### src/rtl/icmp_receive_classifier_assert.svh
// Assertion macros shared by the ICMP receive classifier RTL.
// Depends on a clock named clk and an active-low reset named rst_n in scope.
`ifndef ICMP_RECEIVE_CLASSIFIER_ASSERT_SVH
`define ICMP_RECEIVE_CLASSIFIER_ASSERT_SVH

// Same-cycle implication, checked out of reset
`define ICMP_RC_ASSERT_NOW(label, ante, cons) \
    label: assert property (@(posedge clk) disable iff (!rst_n) (ante) |-> (cons)) \
        else $error("icmp_rc assertion failed");

// Next-cycle implication, checked out of reset
`define ICMP_RC_ASSERT_NEXT(label, ante, cons) \
    label: assert property (@(posedge clk) disable iff (!rst_n) (ante) |=> (cons)) \
        else $error("icmp_rc assertion failed");

`endif

### src/rtl/icmp_rc_pkg.sv
// Types, constants and the ones'-complement adder for the ICMP receive classifier.
// No dependencies.
package icmp_rc_pkg;

    // ICMP types and embedded protocol
    localparam logic [7:0] TYPE_ECHO_REPLY = 8'd0;
    localparam logic [7:0] TYPE_UNREACH    = 8'd3;
    localparam logic [7:0] TYPE_ECHO       = 8'd8;
    localparam logic [7:0] PROTO_UDP       = 8'd17;

    // Length limits
    localparam logic [15:0] MIN_LEN         = 16'd8;
    localparam logic [15:0] MAX_LEN         = 16'd65515;
    localparam logic [15:0] UNREACH_MIN_LEN = 16'd36;
    localparam logic [15:0] COUNT_MAX       = 16'hFFFF;
    localparam logic [5:0]  MIN_IHL_BYTES   = 6'd20;

    // Verdict codes
    localparam logic [2:0] VERDICT_NO_LOCAL_IP    = 3'd0;
    localparam logic [2:0] VERDICT_SHORT          = 3'd1;
    localparam logic [2:0] VERDICT_LONG           = 3'd2;
    localparam logic [2:0] VERDICT_UNREACH_IGNORE = 3'd3;
    localparam logic [2:0] VERDICT_UDP_UNREACH    = 3'd4;
    localparam logic [2:0] VERDICT_OTHER_TYPE     = 3'd5;
    localparam logic [2:0] VERDICT_BAD_CHECKSUM   = 3'd6;
    localparam logic [2:0] VERDICT_ECHO_REPLY     = 3'd7;

    // One message byte
    typedef struct packed {
        logic [7:0]  data_byte;
        logic        last_byte;
        logic [31:0] sender_ip;
    } msg_item_t;

    // One verdict
    typedef struct packed {
        logic [2:0]  verdict;
        logic [15:0] reply_checksum;
        logic [31:0] reply_dest_ip;
        logic [15:0] message_length;
        logic [7:0]  unreach_code;
        logic [31:0] orig_dest_ip;
        logic [15:0] orig_src_port;
        logic [15:0] orig_dest_port;
    } result_item_t;

    // Message state as it stands after the final byte, accumulator to decision
    typedef struct packed {
        logic [15:0] count;
        logic [15:0] verify_sum;
        logic [15:0] reply_sum;
        logic [7:0]  msg_type;
        logic [7:0]  msg_code;
        logic [5:0]  inner_hdr_len;
        logic [7:0]  inner_proto;
        logic [31:0] dest_ip;
        logic [31:0] ports;
        logic [31:0] sender_ip;
    } msg_summary_t;

    // Ones'-complement 16-bit add with end-around carry
    function automatic logic [15:0] oc_add(input logic [15:0] a, input logic [15:0] b);
        logic [16:0] t;
        t = {1'b0, a} + {1'b0, b};
        return t[15:0] + {15'b0, t[16]};
    endfunction

endpackage

### src/rtl/icmp_rc_accum.sv
// Per-message accumulator: byte count, both running checksums, header captures.
// Depends on icmp_rc_pkg.
module icmp_rc_accum (
    input  logic                      clk,
    input  logic                      rst_n,
    input  logic                      fire,
    input  icmp_rc_pkg::msg_item_t    item,
    output icmp_rc_pkg::msg_summary_t summary
);

    logic [15:0] byte_count_reg, byte_count_next;
    logic [15:0] verify_sum_reg, verify_sum_next;
    logic [15:0] reply_sum_reg, reply_sum_next;
    logic [7:0]  pending_reg, pending_next;
    logic [7:0]  type_reg, type_next;
    logic [7:0]  code_reg, code_next;
    logic [5:0]  ihl_reg, ihl_next;
    logic [7:0]  proto_reg, proto_next;
    logic [31:0] dest_reg, dest_next;
    logic [31:0] ports_reg, ports_next;
    logic [31:0] sender_reg, sender_next;

    logic [15:0] idx;
    logic [7:0]  b;
    logic [15:0] word;
    logic [15:0] v_add, r_add;
    logic        reply_part;
    logic [15:0] port_lo, port_hi;

    assign idx = byte_count_reg;
    assign b   = item.data_byte;

    // Header captures
    always_comb
    begin
        type_next   = (idx == 16'd0)  ? b : type_reg;
        sender_next = (idx == 16'd0)  ? item.sender_ip : sender_reg;
        code_next   = (idx == 16'd1)  ? b : code_reg;
        ihl_next    = (idx == 16'd8)  ? {b[3:0], 2'b00} : ihl_reg;
        proto_next  = (idx == 16'd17) ? b : proto_reg;
        dest_next   = (idx >= 16'd24 && idx < 16'd28) ? {dest_reg[23:0], b} : dest_reg;
        port_lo     = {10'b0, ihl_next} + 16'd8;
        port_hi     = {10'b0, ihl_next} + 16'd12;
        ports_next  = (ihl_next >= icmp_rc_pkg::MIN_IHL_BYTES && idx >= port_lo
                       && idx < port_hi) ? {ports_reg[23:0], b} : ports_reg;
    end

    // Checksums: odd index closes a word, even index is padded with a zero low byte
    always_comb
    begin
        word            = idx[0] ? {pending_reg, b} : {b, 8'h00};
        pending_next    = idx[0] ? pending_reg : b;
        reply_part      = (idx >= 16'd4);
        v_add           = icmp_rc_pkg::oc_add(verify_sum_reg, word);
        r_add           = icmp_rc_pkg::oc_add(reply_sum_reg, word);
        verify_sum_next = idx[0] ? v_add : verify_sum_reg;
        reply_sum_next  = (idx[0] && reply_part) ? r_add : reply_sum_reg;
        byte_count_next = (idx != icmp_rc_pkg::COUNT_MAX) ? idx + 16'd1 : idx;
    end

    // State as seen by the final byte's decision
    always_comb
    begin
        summary.count         = byte_count_next;
        summary.verify_sum    = v_add;
        summary.reply_sum     = reply_part ? r_add : reply_sum_reg;
        summary.msg_type      = type_next;
        summary.msg_code      = code_next;
        summary.inner_hdr_len = ihl_next;
        summary.inner_proto   = proto_next;
        summary.dest_ip       = dest_next;
        summary.ports         = ports_next;
        summary.sender_ip     = sender_next;
    end

    // State registers, cleared after each final byte
    always_ff @(posedge clk or negedge rst_n)
    begin
        if (!rst_n)
        begin
            byte_count_reg <= '0;
            verify_sum_reg <= '0;
            reply_sum_reg  <= '0;
            pending_reg    <= '0;
            type_reg       <= '0;
            code_reg       <= '0;
            ihl_reg        <= '0;
            proto_reg      <= '0;
            dest_reg       <= '0;
            ports_reg      <= '0;
            sender_reg     <= '0;
        end
        else if (fire)
        begin
            if (item.last_byte)
            begin
                byte_count_reg <= '0;
                verify_sum_reg <= '0;
                reply_sum_reg  <= '0;
                pending_reg    <= '0;
                type_reg       <= '0;
                code_reg       <= '0;
                ihl_reg        <= '0;
                proto_reg      <= '0;
                dest_reg       <= '0;
                ports_reg      <= '0;
                sender_reg     <= '0;
            end
            else
            begin
                byte_count_reg <= byte_count_next;
                verify_sum_reg <= verify_sum_next;
                reply_sum_reg  <= reply_sum_next;
                pending_reg    <= pending_next;
                type_reg       <= type_next;
                code_reg       <= code_next;
                ihl_reg        <= ihl_next;
                proto_reg      <= proto_next;
                dest_reg       <= dest_next;
                ports_reg      <= ports_next;
                sender_reg     <= sender_next;
            end
        end
    end

endmodule

### src/rtl/icmp_rc_decide.sv
// Verdict logic: turns the message summary and the local address into a result item.
// Depends on icmp_rc_pkg.
module icmp_rc_decide (
    input  icmp_rc_pkg::msg_summary_t summary,
    input  logic [31:0]               local_ip,
    output icmp_rc_pkg::result_item_t result
);

    logic        unreach_ok;
    logic [15:0] unreach_need;

    // Embedded UDP header must be fully present
    always_comb
    begin
        unreach_need = {10'b0, summary.inner_hdr_len} + 16'd16;
        unreach_ok   = (summary.count >= icmp_rc_pkg::UNREACH_MIN_LEN)
                    && (summary.inner_hdr_len >= icmp_rc_pkg::MIN_IHL_BYTES)
                    && (summary.count >= unreach_need)
                    && (summary.inner_proto == icmp_rc_pkg::PROTO_UDP);
    end

    // Checks in priority order
    always_comb
    begin
        result                = '0;
        result.reply_dest_ip  = summary.sender_ip;
        result.message_length = summary.count;
        if (local_ip == 32'd0)
        begin
            result.verdict = icmp_rc_pkg::VERDICT_NO_LOCAL_IP;
        end
        else if (summary.count < icmp_rc_pkg::MIN_LEN)
        begin
            result.verdict = icmp_rc_pkg::VERDICT_SHORT;
        end
        else if (summary.count > icmp_rc_pkg::MAX_LEN)
        begin
            result.verdict = icmp_rc_pkg::VERDICT_LONG;
        end
        else if (summary.msg_type == icmp_rc_pkg::TYPE_UNREACH)
        begin
            result.unreach_code = summary.msg_code;
            if (unreach_ok)
            begin
                result.verdict        = icmp_rc_pkg::VERDICT_UDP_UNREACH;
                result.orig_dest_ip   = summary.dest_ip;
                result.orig_src_port  = summary.ports[31:16];
                result.orig_dest_port = summary.ports[15:0];
            end
            else
            begin
                result.verdict = icmp_rc_pkg::VERDICT_UNREACH_IGNORE;
            end
        end
        else if (summary.msg_type != icmp_rc_pkg::TYPE_ECHO || summary.msg_code != 8'd0)
        begin
            result.verdict = icmp_rc_pkg::VERDICT_OTHER_TYPE;
        end
        else if (summary.verify_sum != 16'hFFFF)
        begin
            result.verdict = icmp_rc_pkg::VERDICT_BAD_CHECKSUM;
        end
        else
        begin
            // reply type/code word is echo reply with code zero, adding nothing
            result.verdict        = icmp_rc_pkg::VERDICT_ECHO_REPLY;
            result.reply_checksum = ~icmp_rc_pkg::oc_add(summary.reply_sum,
                                        {icmp_rc_pkg::TYPE_ECHO_REPLY, 8'd0});
        end
    end

endmodule

### src/rtl/icmp_receive_classifier.sv
// ICMPv4 receive classifier. Takes one message byte per cycle while msg_stall is low
// and gives one verdict item on the final byte of each message. An accepted byte lands
// in an input register; once the pipe advances it is folded into the running count and
// checksums and, for a final byte, the verdict is loaded into the result register at
// the end of that same cycle. Both stages move together; while a verdict waits on
// result_stall the input register holds and msg_stall rises once it is full.
// local_ip is written through cfg_valid/cfg_ready (always ready); the user must do so
// only while no message is in flight, which the block does not enforce. A local_ip of
// zero gives every message the no-local-IP verdict. Depends on icmp_rc_pkg,
// icmp_rc_accum, icmp_rc_decide and icmp_receive_classifier_assert.svh.
`include "icmp_receive_classifier_assert.svh"

module icmp_receive_classifier (
    input  logic                      clk,
    input  logic                      rst_n,
    input  logic                      msg_valid,
    output logic                      msg_stall,
    input  icmp_rc_pkg::msg_item_t    msg_item,
    output logic                      result_valid,
    input  logic                      result_stall,
    output icmp_rc_pkg::result_item_t result_item,
    input  logic                      cfg_valid,
    output logic                      cfg_ready,
    input  logic [31:0]               cfg_data
);

    logic                      in_valid_reg;
    icmp_rc_pkg::msg_item_t    in_item_reg;
    logic                      res_valid_reg, res_valid_next;
    icmp_rc_pkg::result_item_t res_item_reg;
    logic [31:0]               local_ip_reg;
    logic                      advance;
    logic                      fire;
    icmp_rc_pkg::msg_summary_t summary;
    icmp_rc_pkg::result_item_t decided;

    // Handshake: the pipe moves whenever the result register is free or being taken
    assign advance      = !res_valid_reg || !result_stall;
    assign fire         = in_valid_reg && advance;
    assign msg_stall    = in_valid_reg && !advance;
    assign cfg_ready    = 1'b1;
    assign result_valid = res_valid_reg;
    assign result_item  = res_item_reg;

    // Configuration register
    always_ff @(posedge clk or negedge rst_n)
    begin
        if (!rst_n)
        begin
            local_ip_reg <= '0;
        end
        else if (cfg_valid && cfg_ready)
        begin
            local_ip_reg <= cfg_data;
        end
    end

    // Input register
    always_ff @(posedge clk or negedge rst_n)
    begin
        if (!rst_n)
        begin
            in_valid_reg <= 1'b0;
        end
        else if (!msg_stall)
        begin
            in_valid_reg <= msg_valid;
        end
    end

    always_ff @(posedge clk)
    begin
        if (msg_valid && !msg_stall)
        begin
            in_item_reg <= msg_item;
        end
    end

    icmp_rc_accum u_accum (
        .clk     (clk),
        .rst_n   (rst_n),
        .fire    (fire),
        .item    (in_item_reg),
        .summary (summary)
    );

    icmp_rc_decide u_decide (
        .summary  (summary),
        .local_ip (local_ip_reg),
        .result   (decided)
    );

    // Result register
    assign res_valid_next = advance ? (fire && in_item_reg.last_byte) : res_valid_reg;

    always_ff @(posedge clk or negedge rst_n)
    begin
        if (!rst_n)
        begin
            res_valid_reg <= 1'b0;
        end
        else
        begin
            res_valid_reg <= res_valid_next;
        end
    end

    always_ff @(posedge clk)
    begin
        if (fire && in_item_reg.last_byte)
        begin
            res_item_reg <= decided;
        end
    end

    // A final byte leaves a verdict in the next cycle
    `ICMP_RC_ASSERT_NEXT(a_final_gives_result, fire && in_item_reg.last_byte, res_valid_reg)
    // A byte that is not final never raises a verdict by itself
    `ICMP_RC_ASSERT_NEXT(a_no_spurious_result,
        advance && !(fire && in_item_reg.last_byte), !res_valid_reg)
    // Back-pressure only when both stages are full and the result is held
    `ICMP_RC_ASSERT_NOW(a_stall_cause, msg_stall,
        in_valid_reg && res_valid_reg && result_stall)
    // Embedded header fields only go out with a UDP unreachable verdict
    `ICMP_RC_ASSERT_NOW(a_orig_fields_clear,
        res_valid_reg && res_item_reg.verdict != icmp_rc_pkg::VERDICT_UDP_UNREACH,
        res_item_reg.orig_dest_ip == 32'd0 && res_item_reg.orig_src_port == 16'd0
        && res_item_reg.orig_dest_port == 16'd0)

endmodule
### config.mk
export PLATFORM = sky130hd
export DESIGN_NAME = icmp_receive_classifier
export DESIGN_NICKNAME = d
export VERILOG_FILES = /design/src/rtl/icmp_rc_pkg.sv /design/src/rtl/icmp_rc_accum.sv /design/src/rtl/icmp_rc_decide.sv /design/src/rtl/icmp_receive_classifier.sv
export VERILOG_INCLUDE_DIRS = /design/src /design/src/rtl
export SDC_FILE = /design/constraint.sdc
export NUM_CORES = 1
export LEC_CHECK = 0
export BUFFER_PORTS_ARGS = -buffer_cell sky130_fd_sc_hd__buf_2
export CORE_ASPECT_RATIO = 1.2
export CORE_MARGIN = 1.5
export CORE_UTILIZATION = 59
export DETAILED_ROUTE_END_ITERATION = 10
export PLACE_DENSITY = 0.84
export SLEW_MARGIN = 25
export SYNTH_ARGS = -nofsm -noshare
export SYNTH_HDL_FRONTEND = slang
export SYNTH_SLANG_ARGS = --single-unit
### constraint.sdc
create_clock -name clk -period 8.2 [get_ports clk]
set_input_delay 1.23 -clock clk [delete_from_list [all_inputs] [get_ports clk]]
set_output_delay 1.23 -clock clk [all_outputs]
set_load 0.02 [all_outputs]
==> metrics, run 1 <==
via count roughly 15000; R2R depth 20; multi-input logic area 8443 sq um; crit share post-route 0.7743; H-tree levels 2; hold_buf cts 0; first-pass GRT wire length around 80000 um; WP data arrival about 6.7 ns; Hold Vio Cnt, Final 0; Buffers on Ports around 220; register area approximately 11000 sq um; drt pass-1 iters 6; Die H between 200 and 250 um; Mapped Area 19830 sq um; CTS tree built; placement row count between 70 and 80; antenna cells 0; Worst Path Class, Setup flop to flop; FILL cells approximately 2400; Final Non-Filler Cells between 2000 and 2500; Detail Route Antenna Nets 0; Synth cell types 93; Avg Vias per Cell approximately 6.2; Reg clk slew, reported paths about 0.070 ns; CTS Buffer Depth 3; CTS root buf clkbuf_16; layout cells sized above 1 0.1890; TritonCTS Buffers 40; GR peak layer met2; drt wl/cell roughly 20 um; CP max FO between 40 and 50; origin of the critical flop-to-flop path u_accum.byte_count_reg[0]$_DFFE_PN0P_; Post-Synthesis Net Count 1957; post-DP HPWL ~33000 um; final clock skew ~0.023 ns; Power Density around 230 nW/um^2; Synth Flop Type dfrtp_1; core area 33160 sq um; Synth Warn # 0; DR DRC count 0; P&R area growth vs syn 13.84%; vias in the first global route about 15000; RSZ-0062 raised after global routing false; hold path depth 2; hold crit path type flop to flop; most frequent cells in the layout nand2_1 (279), buf_2 (217), dfrtp_1 (215), edfxtp_1 (180), a22o_1 (124); sequential area share after synthesis 0.5453; # Post-CTS Setup Buffers 0; number of synthesized register bits between 300 and 400; CTS resizes 0; final WL 50300 um; routability cong. 0.9509; status completed; DRT iter0 DRCs 1608; Seq pwr share 0.451; Tot GR Track Use 0.2902; Pleak around 0.0095 uW; crit path from u_accum.byte_count_reg[0]$_DFFE_PN0P_; post-route setup TNS 0 ns; Max Fclk 0.1575 GHz; number of clock sinks between 300 and 400; die footprint ~35000 sq um; GR Layer Usage met1 0.3728; CP required 8.53 ns; commonest non-fill, non-tap cell in the layout nand2_1; setup slack, reg-to-reg between 1.5 and 2 ns; startpoint types flop; Die W between 150 and 200 um; Int Power 3712 uW; initial antenna violation count 1; I/O pin count 220; Relative slew margins 0.3551; Initial Util 0.5979; P_sw 1558 uW; final setup vio count 0; Slew @ Worst Pin 0.9651 ns; grt met3 use 0.04502; Max VDD drop 0.1699 mV; global routing usage on met2 0.4830; reg-to-reg endpoint result_item[126]$_SDFFCE_PP0P_; switching portion of total power 0.2956; grt ovf 0; combinational share of power 0.193; Largest register FFs between 100 and 150; Post-Place Cells about 2400; Max Cap Viol 0; CP endpoint kind flop; Post-synth EDFFs 180; Mapped Cells roughly 1800; Worst-Skew Late Latency approximately 0.55 ns; min Tclk post-route approximately 6.3 ns; largest net degree at the start of global routing 108; asr flop ratio synth 0.5455; syn avg cell area around 11 sq um; Final Slew Violations 0; fin nets around 2100; Clock power frac 0.355; CP Capture Point result_item[126]$_SDFFCE_PP0P_
## Yosys cell counts, drive strengths merged, types with 5 or more instances
library cell | instances | area [sq um]
inv | 30 | 112.6
o21ai | 104 | 524.3
o22ai | 6 | 43.79
dfrtp | 216 | 5405
o211ai | 12 | 95.09
a2111oi | 9 | 110.1
ha | 52 | 650.6
a21o | 13 | 97.59
xor2 | 34 | 297.8
mux2i | 47 | 470.5
a31oi | 16 | 100.1
nand2 | 282 | 1061
and2 | 17 | 106.4
or4 | 6 | 45.04
a22oi | 20 | 150.1
clkbuf | 93 | 349.1
and4 | 6 | 52.55
nor3 | 35 | 180.2
edfxtp | 180 | 5405
a311oi | 5 | 50.04
mux2 | 43 | 484.2
o31ai | 7 | 52.55
a21oi | 76 | 384.1
buf | 33 | 162.7
nor2b | 15 | 93.84
nor4b | 6 | 52.55
o21a | 6 | 45.04
or3 | 6 | 37.54
nand4 | 17 | 106.4
a22o | 124 | 1086
nand2b | 14 | 87.58
xnor2 | 41 | 374.1
o31a | 6 | 52.55
nor2 | 108 | 405.4
a211oi | 7 | 62.56
nand3 | 34 | 175.2
nor4 | 24 | 180.2
and3 | 14 | 87.58
## through the flow
| step | utilization | total power [uW] | hold slack, ns | setup slack, ns | area, sq um |
|---|---|---|---|---|---|
| finish | 0.6807 | 5269 | 0.4848 | 1.851 | 22570 |
| detailed placement | 0.6400 | 3411 | 0.4708 | 2.080 | 21220 |
| CTS | 0.6805 | 5280 | 0.4852 | 2.008 | 22560 |
| floorplan | - | 3108 | 0.4422 | 0.09096 | 19830 |
| global route | 0.6807 | 5475 | 0.5150 | 1.490 | 22570 |
| global placement | 0.6396 | 3374 | 0.4558 | 2.327 | 21210 |
## cell families (layout without fill, tap and decap cells)
family | Yosys count | in the layout | share of synthesized area
compound gates | 453 | 453 | 0.1643
xor+xnor | 75 | 75 | 0.03389
fa+ha+maj | 53 | 53 | 0.03332
buf+inv | 156 | 345 | 0.03149
flops | 396 | 396 | 0.5453
mux | 90 | 90 | 0.04815
other cells | 1 | 1 | 0.0001892
simple gates | 603 | 603 | 0.1433
## power by group through the flow
stage	clock network (uW)	logic (uW)	registers (uW)
floorplan	0	680	2430
global placement	0	970	2400
detailed placement	0	1000	2410
CTS	1890	1010	2380
global route	1960	1120	2390
finish	1870	1020	2380
## critical path, cell delays in order (launching register included)
cell and delay [ns]:
dfrtp_2 0.84, and2_1 0.27, ha_1 0.23, ha_1 0.21, a21oi_1 0.07, a2111o_1 0.45, a221o_1 0.45, o211ai_2 0.20
and2_1 0.19, o21ai_0 0.07, nor2b_1 0.14, o21bai_1 0.13, a21o_1 0.16, ha_1 0.24, nand3_1 0.10, a31oi_1 0.51
xor2_1 0.18, or4b_1 0.55, nor4_4 0.21, o2111ai_4 0.37, a2111oi_1 0.52
## routing by layer
layer | vias up | part of all wire
li1 | 7013 | -
met1 | 7483 | 0.39
met2 | 712 | 0.49
met3 | 146 | 0.068
met4 | 0 | 0.046
met5 | - | 0
## worst min-delay path by stage
stage                                            startpoint                           endpoint
final                        u_accum.ihl_reg[2]$_DFFE_PN0P_     u_accum.ihl_reg[2]$_DFFE_PN0P_
after global routing         u_accum.ihl_reg[2]$_DFFE_PN0P_     u_accum.ihl_reg[2]$_DFFE_PN0P_
after detailed placement     u_accum.ihl_reg[2]$_DFFE_PN0P_     u_accum.ihl_reg[2]$_DFFE_PN0P_
after floorplan           u_accum.ports_reg[31]$_DFFE_PN0P_  u_accum.ports_reg[31]$_DFFE_PN0P_
after CTS                    u_accum.ihl_reg[2]$_DFFE_PN0P_     u_accum.ihl_reg[2]$_DFFE_PN0P_
after global placement    u_accum.ports_reg[31]$_DFFE_PN0P_  u_accum.ports_reg[31]$_DFFE_PN0P_
## cell type report
cell class,count,share of cell area
sequential,396,0.4790
clock buffer,57,0.05039
timing repair buffer,242,0.05743
clock inverter,16,0.009092
multi-input combinational,1275,0.3741
tap,450,0.02495
inverter,30,0.004989
Note: power is estimated with default switching activity, not from simulation.
==> inputs of run 2 (changes only) <==
--- a/config.mk
+++ b/config.mk
@@ -6,12 +6,13 @@
 export SDC_FILE = /design/constraint.sdc
 export NUM_CORES = 1
 export LEC_CHECK = 0
+export ABC_AREA = 1
 export BUFFER_PORTS_ARGS = -buffer_cell sky130_fd_sc_hd__buf_2
 export CORE_ASPECT_RATIO = 1.2
 export CORE_MARGIN = 1.5
-export CORE_UTILIZATION = 59
+export CORE_UTILIZATION = 60
 export DETAILED_ROUTE_END_ITERATION = 10
-export PLACE_DENSITY = 0.84
+export PLACE_DENSITY = 0.85
 export SLEW_MARGIN = 25
 export SYNTH_ARGS = -nofsm -noshare
 export SYNTH_HDL_FRONTEND = slang
==> constraint.sdc (replaced) <==
create_clock -name clk -period 6.3 [get_ports clk]
set_input_delay 0.945 -clock clk [delete_from_list [all_inputs] [get_ports clk]]
set_output_delay 0.945 -clock clk [all_outputs]
set_load 0.02 [all_outputs]
==> run 2 against run 1 <==
Global-route usage is 0.68 points higher; core utilization grew 0.94 points; synthesized cell count rose by 22%; maximum frequency increased by 26%; register-to-register slack worse by 0.60 ns; sequential power is 34% higher; critical path depth grew 4; total power increased by 43%; clock power grew 30%; clock-buffer cell count fell by 1; critical path type unchanged.
==> metrics, run 2 <==
layout cells sized above 1 0.2213 (+0.03233); Mapped Cells 2237 (+22%); Final Non-Filler Cells 2915 (+18%); H-tree levels 2 (unchanged); DR DRC count 0 (unchanged); RSZ-0062 raised after global routing false; top cell type by total area after synthesis dfrtp_1; I/O pin count 220 (unchanged); hold_buf cts 0 (unchanged); drt wl/cell 18.38 um (-9.9%); final clock skew 0.02088 ns (-0.002349 ns); Die H 206.7 um (+1.4%); final instance area 23510 sq um (+4.2%); Synth Flop Type dfrtp_1; Die W 172.7 um (+1.4%); combinational share of power 0.256 (+0.063); hold crit path type input port to async pin; most frequent cells in the layout nand2_1 (515), inv_1 (258), buf_2 (217), dfrtp_1 (216), edfxtp_1 (180); Post-synth EDFFs 180 (unchanged); CTS root buf clkbuf_16; Post-Place Cells 2838 (+19%); Tot GR Track Use 0.2970 (+0.006845); R2R depth 24 (+20%); P&R area growth vs syn 13.36%; DRT iter0 DRCs 1580 (-1.7%); asr flop ratio synth 0.5455 (unchanged); CTS resizes 0 (unchanged); via count 16470 (+7.3%); Max VDD drop 0.2239 mV (+32%); status completed; post-route setup TNS 0 ns (unchanged); syn avg cell area 9.272 sq um (-15%); Initial Util 0.6088 (+0.01082); Int Power 4993 uW (+35%); most frequent CP cell nand2_1; CTS tree built; most common cell in the synthesized netlist nand2_1; # Post-CTS Setup Buffers 0 (unchanged); TritonCTS Buffers 40 (unchanged); Avg Vias per Cell 5.651 (-9.2%); core area 34070 sq um (+2.8%); Largest register FFs 139 (unchanged); CTS Buffer Depth 3 (unchanged); Final Slew Violations 0 (unchanged); min Tclk post-route 5.053 ns (-1.296 ns); vias in the first global route 16280 (+9.1%); Seq pwr share 0.421 (-0.030); worst hold slack 0.3653 ns (-0.1196 ns); Slew @ Worst Pin 0.9216 ns (-0.04352 ns); sequential area share after synthesis 0.5212 (-0.02411); crit path cell chain nand2_1 > o21ai_0 > ha_1 > nand2_1 > o21ai_0 > a21oi_1 > nand2_2 > a21oi_1 > o21bai_1 > ha_1 > nand2_1 > nand3b_2 > inv_2 > nand2_4 > nor2_4 > nand2_2 > nor2_4 > nand3_2 > nand2_1 > nand2_1 > nand3b_1 > nor2_2 > nand4_4 > nor2_2; routability cong. 0.9252 (-2.7%); Pleak 0.01087 uW (+15%); Post-Synthesis Net Count 2367 (+21%); Hold Vio Cnt, Final 0 (unchanged); WP data arrival 5.45 ns (-1.23 ns); Relative slew margins 0.3856 (+0.03054); fin nets 2556 (+21%); Synth cell types 58 (-38%); initial antenna violation count 2 (+1); number of clock sinks 396 (unchanged); Detail Route Antenna Nets 0 (unchanged); Max Cap Viol 0 (unchanged); crit share post-route 0.8021 (+0.02779); Reg clk slew, reported paths 0.07 ns (about the same); Clock power frac 0.323 (-0.032); CP required 6.69 ns (-1.84 ns); Cell Area, Placed 22120 sq um (+4.2%); grt ovf 0 (unchanged); CP endpoint kind flop; final WL 53580 um (+6.5%); Mapped Area 20740 sq um (+4.6%); share of the synthesized area in the top cell type 0.2606 (-0.01205); drt pass-1 iters 5 (-1); first-pass GRT wire length 83540 um (+6.2%); die footprint 35700 sq um (+2.8%); CP max FO 16 (-64%); placement row count 74 (+1.4%); Worst Path Class, Setup flop to flop; commonest non-fill, non-tap cell in the layout nand2_1; switching portion of total power 0.3388 (+0.04319); number of synthesized register bits 396 (unchanged); largest net degree at the start of global routing 117 (+8.3%); most common library cells after synthesis nand2_1 (517), inv_1 (260), dfrtp_1 (216), edfxtp_1 (180), nand3_1 (164); largest cells by area after synthesis dfrtp_1 (26%), edfxtp_1 (26%), nand2_1 (9.4%); slowest CP cell edfxtp_1; post-DP HPWL 36490 um (+11%); Max Fclk 0.1979 GHz (+26%); Worst-Skew Late Latency 0.55 ns (about the same); startpoint types flop; P_sw 2558 uW (+64%); slowest stage delay, CP 0.68 ns (-0.16 ns); Synth Warn # 0 (unchanged); final setup vio count 0 (unchanged); Buffers on Ports 218 (unchanged); Power Density 321.2 nW/um^2 (+38%)
-- run 2: cell count changes in the layout (fill, tap and decap cells not counted), moves of 20 or more --
cell	change
o22ai_1	+97
nand2_1	+236
nand2_2	+39
xnor2_1	-32
a21oi_1	-40
nand3_1	+131
nor2_4	+67
o21ai_0	+35
mux2i_1	-47
inv_1	+229
nor2_2	+23
a22oi_1	-20
a22o_1	-124
-- run 2: path summary, 6_finish.rpt --
kind | from | slack [ns] | to
setup / recovery | in_item_reg[34]$_DFFE_PP_ | 1.25 | result_item[129]$_SDFFCE_PP0P_
min in group clk | u_accum.sender_reg[3]$_DFFE_PN0P_ | 0.48 | u_accum.sender_reg[3]$_DFFE_PN0P_
hold reg to reg | u_accum.sender_reg[3]$_DFFE_PN0P_ | 0.48 | u_accum.sender_reg[3]$_DFFE_PN0P_
setup reg to reg | in_item_reg[34]$_DFFE_PP_ | 1.25 | result_item[129]$_SDFFCE_PP0P_
max in group asynchronous | rst_n | 4.76 | u_accum.dest_reg[28]$_DFFE_PN0P_
hold / removal | rst_n | 0.37 | result_valid$_DFFE_PN0N_
-- run 2: critical path, delay by kind of cell (launching register included) --
| kind | cells | cell delay, ns |
|---|---|---|
| adders and majority gates | 2 | 0.65 |
| buffers and inverters | 1 | 0.10 |
| and+or+nand+nor | 16 | 2.33 |
| DFF | 1 | 0.68 |
| AOI/OAI and AO/OA | 5 | 1.12 |
-- run 2: power by group through the flow --
stage,Clock (uW),Combinational [uW],Sequential [uW]
4_1_cts,2470,1910,3180
3_3_place_gp,0,1850,3210
2_1_floorplan,0,1330,3250
5_1_grt,2570,2140,3200
6_report,2440,1930,3180
3_5_place_dp,0,1890,3220
-- run 2: kinds of logic after synthesis --
logic type,after synthesis,synth area share
adders and majority gates,52,0.03137
other,1,0.0001808
muxes,29,0.01574
and+or+nand+nor,1023,0.2443
DFF,396,0.5212
xor gates and xnor gates,37,0.01779
AOI/OAI and AO/OA,331,0.09344
buffers and inverters,368,0.07600
-- run 2: per-stage QoR --
step / total power [uW] / worst slack (ns) / util
after floorplan: 4578 / 0.6717 / -
after global placement: 5067 / 1.349 / 0.6486
after detailed placement: 5115 / 1.269 / 0.6491
after CTS: 7560 / 1.229 / 0.6886
after global routing: 7917 / 0.8130 / 0.6901
final: 7552 / 1.247 / 0.6901
-- run 2: per-layer routing --
layer | global-route usage | part of all wire | routed length, um
met2 | 0.5298 | 0.51 | 27330
met1 | 0.3573 | 0.39 | 20770
met3 | 0.03938 | 0.056 | 2975
met5 | 0 | 0 | 0
met4 | 0.1484 | 0.047 | 2497
-- run 2: final cells by class --
| class | count | area, sq um |
|---|---|---|
| diodes | 1 | 2.502 |
| fillers | 2543 | 10560 |
| repair buffers | 239 | 1341 |
| clock buffers | 56 | 1141 |
| well taps | 456 | 570.5 |
| clock inverters | 18 | 206.4 |
| flip-flops and latches | 396 | 10810 |
| inverters | 276 | 1041 |
| multi-input cells | 1473 | 8399 |
